## src/hw/rtl/bfgl_fifo.sv

```systemverilog
// Small register FIFO used between front and back and at the result side.
// No dependencies.
`timescale 1ns / 1ps

module bfgl_fifo #(
  parameter int WIDTH = 8,
  parameter int DEPTH = 4
) (
  input  logic             clk,
  input  logic             rst_n,
  input  logic             push,
  input  logic [WIDTH-1:0] wdata,
  output logic             full,
  input  logic             pop,
  output logic [WIDTH-1:0] rdata,
  output logic             empty
);

  localparam int PW = $clog2(DEPTH);
  localparam int CW = $clog2(DEPTH + 1);

  logic [WIDTH-1:0] mem_r [DEPTH];
  logic [PW-1:0]    wptr_r, wptr_nxt;
  logic [PW-1:0]    rptr_r, rptr_nxt;
  logic [CW-1:0]    count_r, count_nxt;
  logic             do_push, do_pop;

  assign full    = (count_r == CW'(DEPTH));
  assign empty   = (count_r == '0);
  assign do_push = push && !full;
  assign do_pop  = pop && !empty;
  assign rdata   = mem_r[rptr_r];

  // pointer and count update
  always_comb begin
    wptr_nxt  = wptr_r;
    rptr_nxt  = rptr_r;
    count_nxt = count_r;
    if (do_push) begin
      wptr_nxt = (wptr_r == PW'(DEPTH - 1)) ? '0 : wptr_r + PW'(1);
    end
    if (do_pop) begin
      rptr_nxt = (rptr_r == PW'(DEPTH - 1)) ? '0 : rptr_r + PW'(1);
    end
    if (do_push && !do_pop) begin
      count_nxt = count_r + CW'(1);
    end else if (do_pop && !do_push) begin
      count_nxt = count_r - CW'(1);
    end
  end

  always_ff @(posedge clk) begin
    if (!rst_n) begin
      wptr_r  <= '0;
      rptr_r  <= '0;
      count_r <= '0;
    end else begin
      wptr_r  <= wptr_nxt;
      rptr_r  <= rptr_nxt;
      count_r <= count_nxt;
    end
  end

  // storage
  always_ff @(posedge clk) begin
    if (do_push) begin
      mem_r[wptr_r] <= wdata;
    end
  end

endmodule

```

## config.mk

```make
export PLATFORM = sky130hd
export DESIGN_NAME = bfgl_fifo
export DESIGN_NICKNAME = d
export VERILOG_FILES = /design/src/hw/rtl/bfgl_fifo.sv
export SDC_FILE = /design/constraint.sdc
export NUM_CORES = 1
export LEC_CHECK = 0
export BUFFER_PORTS_ARGS = -buffer_cell sky130_fd_sc_hd__buf_2
export CORE_AREA = 2 2 56 58
export DETAILED_ROUTE_END_ITERATION = 16
export DIE_AREA = 0 0 58 60
export PLACE_DENSITY = 0.79
export RECOVER_POWER = 50
export SYNTH_ARGS = -nofsm -noshare
export SYNTH_HDL_FRONTEND = slang
export SYNTH_SLANG_ARGS = --single-unit
```

## constraint.sdc

```tcl
create_clock -name clk -period 3.37 [get_ports clk]
set_input_delay 1.011 -clock clk [delete_from_list [all_inputs] [get_ports clk]]
set_output_delay 1.011 -clock clk [all_outputs]
set_load 0.1 [all_outputs]
```

==> impl_metrics.yaml <==
die:
  initial_core_util: 0.562
  coreArea_mm2: 0.00290
  io_pins: 22
  die_area_mm2: 0.00348
  die_width_um: 58
  row_count: 20
  fp.dieH_um: 60
cts:
  h-tree-depth: 2
  cts-root-buf: "clkbuf_4"
  hold_buffers: 0
  numClockSinks: 41
  insertion_delay_ns: 0.34
  clkTransAtPathRegs_ns: 0.11
  cts_buffers: 5
  cts_resized: 0
  post_cts_buffers: 0
  cts_tree: "done"
  cts_buffer_depth: 2
timing:
  setup_ws_ns: 0.463
  max_freq_mhz: 344
  fin_skew_ns: 0.00740
  tns_ns: 0
  fin_crit_sh: 0.863
  worstMarginPinSlew_ns: 0.564
  maxSlewHeadroom: 0.624
  layout_min_cycle_time_ns: 2.91
  drv_slew: 0
  setup_viol: 0
  rsz0062_at_grt: "no"
  hold_violations: 0
placement:
  dp_hpwl_um: 1690
  dpl_cell_area_mm2: 0.00176
  dp_cells: 143
  dpl_worst_slack_ns: 0.440
  port_buffers: 21
  gp_congestion: 0.716
grt:
  antenna_found_initial: 0
  grt_start_max_net_pins: 13
  gr-total-overflow: 0
  grt_pass1_vias: 860
  grt_pass1_wl_um: 3990
  track_usage: 0.167
critical_path:
  cp_data_required_time_ns: 2.36
  cp-end-kind: "output port"
  worstSetupPathType: "reg2out"
  critPathMaxFanout: 8
  start_kind: "register"
  worstPathArrival_ns: 1.90
synthesis:
  synth-seq-cells: 41
  synthCells: 93
  syn_area_mm2: 0.00163
  synth_cell_types: 23
  ys_seq_area_frac: 0.700
  avgSynthCellArea_um2: 17.5
  synth.net_count: 112
  ys_warn_count: 0
final_layout:
  area_growth_pct: 12.5
  fillCellCount: 215
  fin_cells: 151
  layout.nets: 136
  insertedDiodeCount: 0
  final_cell_area_mm2: 0.00183
  drive_above_1_share: 0.254
routing:
  via_count: 823
  drc: 0
  avgRoutedWirePerCell_um: 15.9
  drt_pass1_iterations: 4
  drt_iter0_markers: 20
  wl_um: 2390
  ant_nets: 0
  via_per_inst: 5.45
flow_run:
  maxCapViolCount: 0
min_path:
  hold_path.class: "reg2reg"
status:
  status: "complete, no violations"
synth_stat cells:
cell,number,area share
nor2b_1,2,0.0077
xor2_1,1,0.0054
nor2_1,2,0.0046
a21boi_0,1,0.0046
fa_1,1,0.012
dfxtp_1,9,0.11
nor3b_2,1,0.0077
nand2_1,6,0.014
buf_1,1,0.0023
nor3_1,1,0.0031
buf_2,2,0.0061
o31ai_1,1,0.0046
xnor2_1,1,0.0054
o21ai_0,3,0.0092
or3_1,1,0.0038
clkbuf_1,1,0.0023
ha_1,6,0.046
nand3_1,2,0.0061
edfxtp_1,32,0.59
and2_1,5,0.019
inv_1,3,0.0069
mux4_2,8,0.11
mux2i_1,3,0.018
metal layers:
metal / vias to the layer above / routed length [um] / GRT usage
li1: 396 / - / -
met1: 402 / 1040 / 0.180
met2: 20 / 1220 / 0.287
met3: 5 / 97 / 0.0649
met4: 0 / 42 / 0.0797
met5: - / 0 / 0
registers in the layout, summed over array words and instances (netlist names), named ones only:
| register | flops |
|---|---|
| wptr_r | 2 |
| mem_r | 32 |
| rptr_r | 2 |
| count_r | 3 |
area by class of cell:
| cell class | instances | area (um^2) | share of cell area |
|---|---|---|---|
| Sequential cell | 41 | 1140 | 0.622 |
| Clock buffer | 8 | 80.1 | 0.0437 |
| Tap cell | 33 | 41.3 | 0.0225 |
| Inverter | 3 | 11.3 | 0.00614 |
| Multi-Input combinational cell | 45 | 465 | 0.254 |
| Timing Repair Buffer | 21 | 95.1 | 0.0518 |
critical path: stages (launching register included):
cell and delay [ns]:
dfxtp_1 0.67, mux4_2 0.58, buf_2 0.31
cells in the final DEF, fill, tap and decap left out, types with 2 or more instances in the layout:
master,count
ha_1,6
nor2_1,2
buf_2,13
nand3_1,2
mux4_2,8
mux2i_1,3
clkbuf_4,5
inv_1,3
nand2_1,6
edfxtp_1,32
o21ai_0,3
and2_1,3
and2_0,2
dfxtp_1,9
clkbuf_1,9
nor2b_1,2
final timing paths:
| kind | startpoint | slack (ns) | cells after the start | to |
|---|---|---|---|---|
| min | wptr_r[1] | 0.53 | 2 | wptr_r[1] |
| max reg2reg | count_r[0] | 1.01 | 8 | count_r[2] |
| min reg2reg | wptr_r[1] | 0.53 | 2 | wptr_r[1] |
| max | register | 0.46 | 2 | rdata[7] |
metrics by stage:
stage                     utilization  hold slack, ns
after floorplan                     -           0.468
after global routing            0.632           0.561
after global placement          0.608           0.481
after CTS                       0.635           0.530
final                           0.632           0.527
after detailed placement        0.608           0.509
cell families (layout without fill, tap and decap cells):
kind of cell	Yosys count	in the layout	share of synthesized area
flops	41	41	0.700
simple gates	20	20	0.0660
mux	11	11	0.129
fa+ha+maj	7	7	0.0583
buf+inv	7	32	0.0176
compound gates	5	5	0.0184
xor+xnor	2	2	0.0107
Power is not shown: default switching activity piles up to over one toggle a cycle in this logic, so the estimate is an artifact.
