--- src/hw/rtl/bfgl_pkg.sv ---
// Shared types, codes and helpers for the bitmap font glyph layout block.
// No dependencies; bfgl_front, bfgl_back and the top level import this package.
`timescale 1ns / 1ps

package bfgl_pkg;

  // Default glyph table depth
  localparam int GLYPH_COUNT_DEF = 65536;

  // Input command codes
  localparam logic [1:0] CMD_LOAD  = 2'd0;
  localparam logic [1:0] CMD_START = 2'd1;
  localparam logic [1:0] CMD_CHAR  = 2'd2;

  // Character code that breaks the line
  localparam logic [15:0] CODE_NEWLINE = 16'd10;

  // Configuration register indexes
  localparam logic [1:0] REG_LINE_HEIGHT = 2'd0;
  localparam logic [1:0] REG_BASELINE    = 2'd1;
  localparam logic [1:0] REG_TEX_HEIGHT  = 2'd2;
  localparam logic [1:0] REG_TINT        = 2'd3;

  // Operations handed from front to back
  localparam logic [1:0] OP_START   = 2'd0;
  localparam logic [1:0] OP_NEWLINE = 2'd1;
  localparam logic [1:0] OP_CHAR    = 2'd2;

  // One glyph table entry (tex_y and offsets are two's complement)
  typedef struct packed {
    logic [15:0] tex_x;
    logic [16:0] tex_y;
    logic [3:0]  page;
    logic [12:0] w;
    logic [12:0] h;
    logic [11:0] ox;
    logic [11:0] oy;
    logic [13:0] adv;
  } glyph_entry_t;

  localparam int ENTRY_W = $bits(glyph_entry_t);

  // Word in the queue between front and back
  typedef struct packed {
    logic [1:0]   op;
    logic [19:0]  cx;
    logic [19:0]  cy;
    glyph_entry_t glyph;
  } mid_word_t;

  localparam int MID_W = $bits(mid_word_t);

  // One result word
  typedef struct packed {
    logic [19:0] sprite_x;
    logic [19:0] sprite_y;
    logic [15:0] tex_x;
    logic [16:0] tex_y;
    logic [12:0] sprite_width;
    logic [12:0] sprite_height;
    logic [3:0]  texture_page;
    logic [31:0] tint;
  } sprite_t;

  localparam int SPRITE_W = $bits(sprite_t);

  // Configuration values seen by the back end
  typedef struct packed {
    logic [15:0] line_height;
    logic [15:0] baseline;
    logic [31:0] tint;
  } back_cfg_t;

  // Saturate a 22 bit signed value to the signed 20 bit range
  function automatic logic [19:0] sat_s20(input logic signed [21:0] v);
    logic [19:0] r;
    if (v > 22'sd524287) begin
      r = 20'h7FFFF;
    end else if (v < -22'sd524288) begin
      r = 20'h80000;
    end else begin
      r = v[19:0];
    end
    return r;
  endfunction

  // Saturate a 22 bit signed value to the signed 17 bit range
  function automatic logic [16:0] sat_s17(input logic signed [21:0] v);
    logic [16:0] r;
    if (v > 22'sd65535) begin
      r = 17'h0FFFF;
    end else if (v < -22'sd65536) begin
      r = 17'h10000;
    end else begin
      r = v[16:0];
    end
    return r;
  endfunction

endpackage

--- src/hw/rtl/bfgl_back.sv ---
// Back end: keeps the pen, handles start and line break, builds sprites.
// Uses bfgl_pkg.
`timescale 1ns / 1ps

module bfgl_back (
  input  logic                clk,
  input  logic                rst_n,
  input  bfgl_pkg::back_cfg_t cfg,
  input  logic                mid_empty,
  input  bfgl_pkg::mid_word_t mid_rdata,
  output logic                mid_pop,
  input  logic                res_full,
  output logic                res_push,
  output bfgl_pkg::sprite_t   res_wdata
);

  import bfgl_pkg::*;

  logic        go;
  logic [19:0] pen_x_r, pen_x_nxt;
  logic [19:0] pen_y_r, pen_y_nxt;
  logic [19:0] lsx_r, lsx_nxt;
  logic        emit;
  logic signed [21:0] sx, sy, px_adv, py_nl;
  glyph_entry_t g;

  assign g       = mid_rdata.glyph;
  assign go      = !mid_empty && !res_full;
  assign mid_pop = go;

  // pen and sprite arithmetic
  assign sx = 22'($signed(pen_x_r)) + $signed({10'b0, g.w[12:1]})
              + 22'($signed(g.ox));
  assign sy = 22'($signed(pen_y_r)) + $signed({6'b0, cfg.baseline})
              - $signed({10'b0, g.h[12:1]}) - 22'($signed(g.oy));
  assign px_adv = 22'($signed(pen_x_r)) + $signed({8'b0, g.adv});
  assign py_nl  = 22'($signed(pen_y_r)) - $signed({6'b0, cfg.line_height});
  assign emit   = (g.w != '0) && (g.h != '0);

  always_comb begin
    pen_x_nxt = pen_x_r;
    pen_y_nxt = pen_y_r;
    lsx_nxt   = lsx_r;
    res_push  = 1'b0;
    if (go) begin
      case (mid_rdata.op)
        OP_START: begin
          pen_x_nxt = mid_rdata.cx;
          pen_y_nxt = mid_rdata.cy;
          lsx_nxt   = mid_rdata.cx;
        end
        OP_NEWLINE: begin
          pen_x_nxt = lsx_r;
          pen_y_nxt = sat_s20(py_nl);
        end
        OP_CHAR: begin
          res_push  = emit;
          pen_x_nxt = sat_s20(px_adv);
        end
        default: begin
          res_push = 1'b0;
        end
      endcase
    end
  end

  always_ff @(posedge clk) begin
    if (!rst_n) begin
      pen_x_r <= '0;
      pen_y_r <= '0;
      lsx_r   <= '0;
    end else begin
      pen_x_r <= pen_x_nxt;
      pen_y_r <= pen_y_nxt;
      lsx_r   <= lsx_nxt;
    end
  end

  // result word
  assign res_wdata.sprite_x      = sat_s20(sx);
  assign res_wdata.sprite_y      = sat_s20(sy);
  assign res_wdata.tex_x         = g.tex_x;
  assign res_wdata.tex_y         = g.tex_y;
  assign res_wdata.sprite_width  = g.w;
  assign res_wdata.sprite_height = g.h;
  assign res_wdata.texture_page  = g.page;
  assign res_wdata.tint          = cfg.tint;

endmodule

--- config.mk ---
export PLATFORM = sky130hd
export DESIGN_NAME = bfgl_back
export DESIGN_NICKNAME = d
export VERILOG_FILES = /design/src/hw/rtl/bfgl_pkg.sv /design/src/hw/rtl/bfgl_back.sv
export SDC_FILE = /design/constraint.sdc
export NUM_CORES = 1
export LEC_CHECK = 0
export ABC_AREA = 1
export ABC_CLOCK_PERIOD_IN_PS = 5130
export BUFFER_PORTS_ARGS = -buffer_cell sky130_fd_sc_hd__buf_2
export CAP_MARGIN = 20
export CORE_ASPECT_RATIO = 0.9
export CORE_UTILIZATION = 38
export DETAILED_ROUTE_END_ITERATION = 7
export GPL_ROUTABILITY_DRIVEN = 0
export PLACE_DENSITY = 0.67
export SLEW_MARGIN = 20
export SYNTH_ARGS = -nofsm -noshare
export SYNTH_HDL_FRONTEND = slang
export SYNTH_SLANG_ARGS = --single-unit
--- constraint.sdc ---
create_clock -name clk -period 5.13 [get_ports clk]
set_input_delay 0.513 -clock clk [delete_from_list [all_inputs] [get_ports clk]]
set_output_delay 0.513 -clock clk [all_outputs]
set_load 0.005 [all_outputs]
==> impl_results.md <==
* EDFF count, synth at 0
* Layout area overhead at 9.172%
* Starting Density at 39.16%
* Post-CTS Resized at 0
* Fmax achieved at 0.2261 GHz
* CTS buffer count at 9
* Seq/Total Area, Yosys at 12.05%
* Unrepaired setup endpoints after global routing: false
* Top cells by area, synth: nand2_1 (18%), ha_1 (12%), dfxtp_1 (12%)
* Worst endpoint required time at 4.62 ns
* Status: finished, final reports clean
* Final Hold Vio Count at 0
* Net Switching at 1215 uW
* HPWL Detailed at 24.25 mm
* Max rail drop VDD at 0.1615 mV
* Synth Warn # at 0
* CP endpoint kind: output port
* Core area at 25460 sq um
* Final WL at 28.88 mm
* Crit Path Class: input pin to output port
* Fin cells at 2030
* Setup TNS at 0 ns
* DRT iter0 DRCs at 677
* Fin. max-slew vios at 0
* Clk_lat worst skew at 0.33 ns
* H-tree depth at 3
* DIE WIDTH at 172.8 microns
* Dominant cell type by area after synthesis: nand2_1
* Post-synthesis cell area at 9972 sq um
* Average wire per standard cell at 14.23 microns
* Post CTS Setup Buffer Count at 0
* Slew headroom at 29.75%
* Max Root-Sink Buffers at 2
* Antenna-violating nets left at 0
* Clock root buffer: clkbuf_16
* Yosys cell types at 44
* First-pass GRT wire length at 46.29 mm
* Combinational Power Share at 57.9%
* Critical path fanouts, max at 19
* Final Setup Violations at 0
* Clk pin slew, worst setup/hold paths at 0.05 ns
* DRC at 0
* Final clock skew at 0.003662 ns
* Total die area at 26890 sq um
* Placed insts at 2014
* Prevailing post-synth register cell: dfxtp_1
* Int Pwr at 1546 uW
* GR Overflow Total at 0
* # IOs at 348
* Layout cells sized above 1 at 15.89%
* LEAKAGE at 0.006019 uW
* Pre-CTS worst setup slack at 0.7173 ns
* CTS tree: built
* Vias in the first global route at 9212
* Startpoint Class: input pin
* Power, Total at 2761 uW
* Hold buffers post-CTS at 0
* Number of nets in the layout at 2034
* Slew @ Worst Pin at 1.050 ns
* Flops & latches, synth at 60
* Via density at 4.919
* Sw Share at 44.00%
* # fillers at 2791
* Top-area cell type share of the netlist area at 18.07%
* Drt pass-1 iters at 5
* CP arrival at 3.91 ns
* Clock power share at 23.6%
* Initial antenna violation count at 1
* Reg power frac at 18.5%
* Synthesized Nets at 1942
* Post-route setup slack at 0.7073 ns
* Clk sinks at 60
* Pwr Density at 253.6 nW/um^2
* Tot GR Track Use at 21.25%
* Largest net degree at the start of global routing at 41
* Number of buffers added on ports at 209
* Worst min-delay path class: input pin to register
* Post-synth ARST share at 0%
* Storage cell area at 1201 sq um
* Synthesized instance count at 1591
* Mean Syn Cell Area at 6.268 sq um
* Detailed-route via count at 9985
* Die H at 155.7 microns
* Max_cap viols at 0
* Area occupied by multi-input gates at 6965 sq um
* Min Tclk post-route at 4.423 ns
* Row cnt at 55
* Final Cycle Share at 86.21%
-- cell families (layout without fill, tap and decap cells) --
| family | Yosys count | after routing | share of synthesized area, % |
|---|---|---|---|
| DFF | 60 | 60 | 12.05 |
| buffers and inverters | 371 | 467 | 18.13 |
| AOI/OAI and AO/OA | 266 | 266 | 14.54 |
| adders and majority gates | 140 | 140 | 20.80 |
| xor gates and xnor gates | 63 | 63 | 5.834 |
| and+or+nand+nor | 691 | 691 | 28.65 |
| other | 0 | 1 | 0 |
-- per-layer routing --
layer / share of wire (%) / global-route usage, % / up-vias / wire (microns)
met3: 4.9 / 1.730 / 42 / 1402
met1: 50 / 30.71 / 4512 / 14510
met2: 43 / 33.68 / 326 / 12550
met5: 0 / 0 / - / 0
met4: 1.4 / 5.984 / 0 / 414
li1: - / - / 5105 / -
-- per-stage QoR --
stage               cell area, sq um  hold slack (ns)  utilization, %
floorplan                       9972           0.4453               -
global placement               10570           0.4544           41.50
detailed placement             10570           0.4587           41.50
CTS                            10880           0.4272           42.75
global route                   10890           0.4454           42.76
finish                         10890           0.4396           42.76
-- sequential cells by signal, indices dropped and copies added (netlist names) --
register / count
pen_x_r: 20
pen_y_r: 20
lsx_r: 20
-- critical path: stages --
cell	delay [ns]
buf_2	0.12
inv_1	0.05
fa_1	0.48
inv_1	0.05
fa_1	0.43
inv_1	0.06
ha_1	0.20
inv_1	0.09
fa_1	0.45
o31ai_4	0.33
nand3_1	0.11
nand3_1	0.11
xor2_1	0.14
inv_1	0.09
o21ai_4	0.42
nand2_1	0.11
buf_2	0.15
-- worst paths after layout --
check	startpoint	endpoint	slack, ns	cells past startpoint
setup reg to reg	pen_y_r[0]	pen_y_r[18]	1.78	16
setup / recovery	mid_rdata[39]	res_wdata[106]	0.71	17
hold reg to reg	pen_y_r[0]	pen_y_r[0]	0.46	2
hold / removal	mid_rdata[133]	lsx_r[12]	0.44	3
-- synthesized netlist by cell type (all sizes together), types with 3 or more instances --
cell      n
a21o      8
a21oi   180
buf     105
clkbuf   27
dfxtp    60
fa       43
ha       97
inv     239
nand2   490
nand3    53
nand3b    3
nand4    13
nor2    107
nor3     15
nor4      8
o21ai    54
o21bai   11
o31ai     3
xnor2    26
xor2     37
-- cell type report --
class                   instances  area share (%)
multi-input cells            1160           63.98
flip-flops and latches         60           11.03
repair buffers                213           9.884
inverters                     239           8.240
well taps                     342           3.931
clock buffers                  11           2.230
clock inverters                 4          0.6781
diodes                          1         0.02299
-- cell usage in the layout, fill, tap and decap left out, types with 25 or more instances in the layout --
master     n
a21oi_1  180
buf_2    209
nand3_1   49
inv_1    230
nand2_1  480
nor2_1   101
ha_1      97
o21ai_0   47
xor2_1    34
fa_1      43
xnor2_1   25
dfxtp_1   60
-- power groups by stage --
stage,clock network (uW),logic (uW),registers (uW)
floorplan,0,1180,509
detailed placement,0,1590,521
global placement,0,1570,520
CTS,668,1600,511
finish,652,1600,511
global route,686,1810,514
No activity file was read; power rests on OpenSTA's default activity.
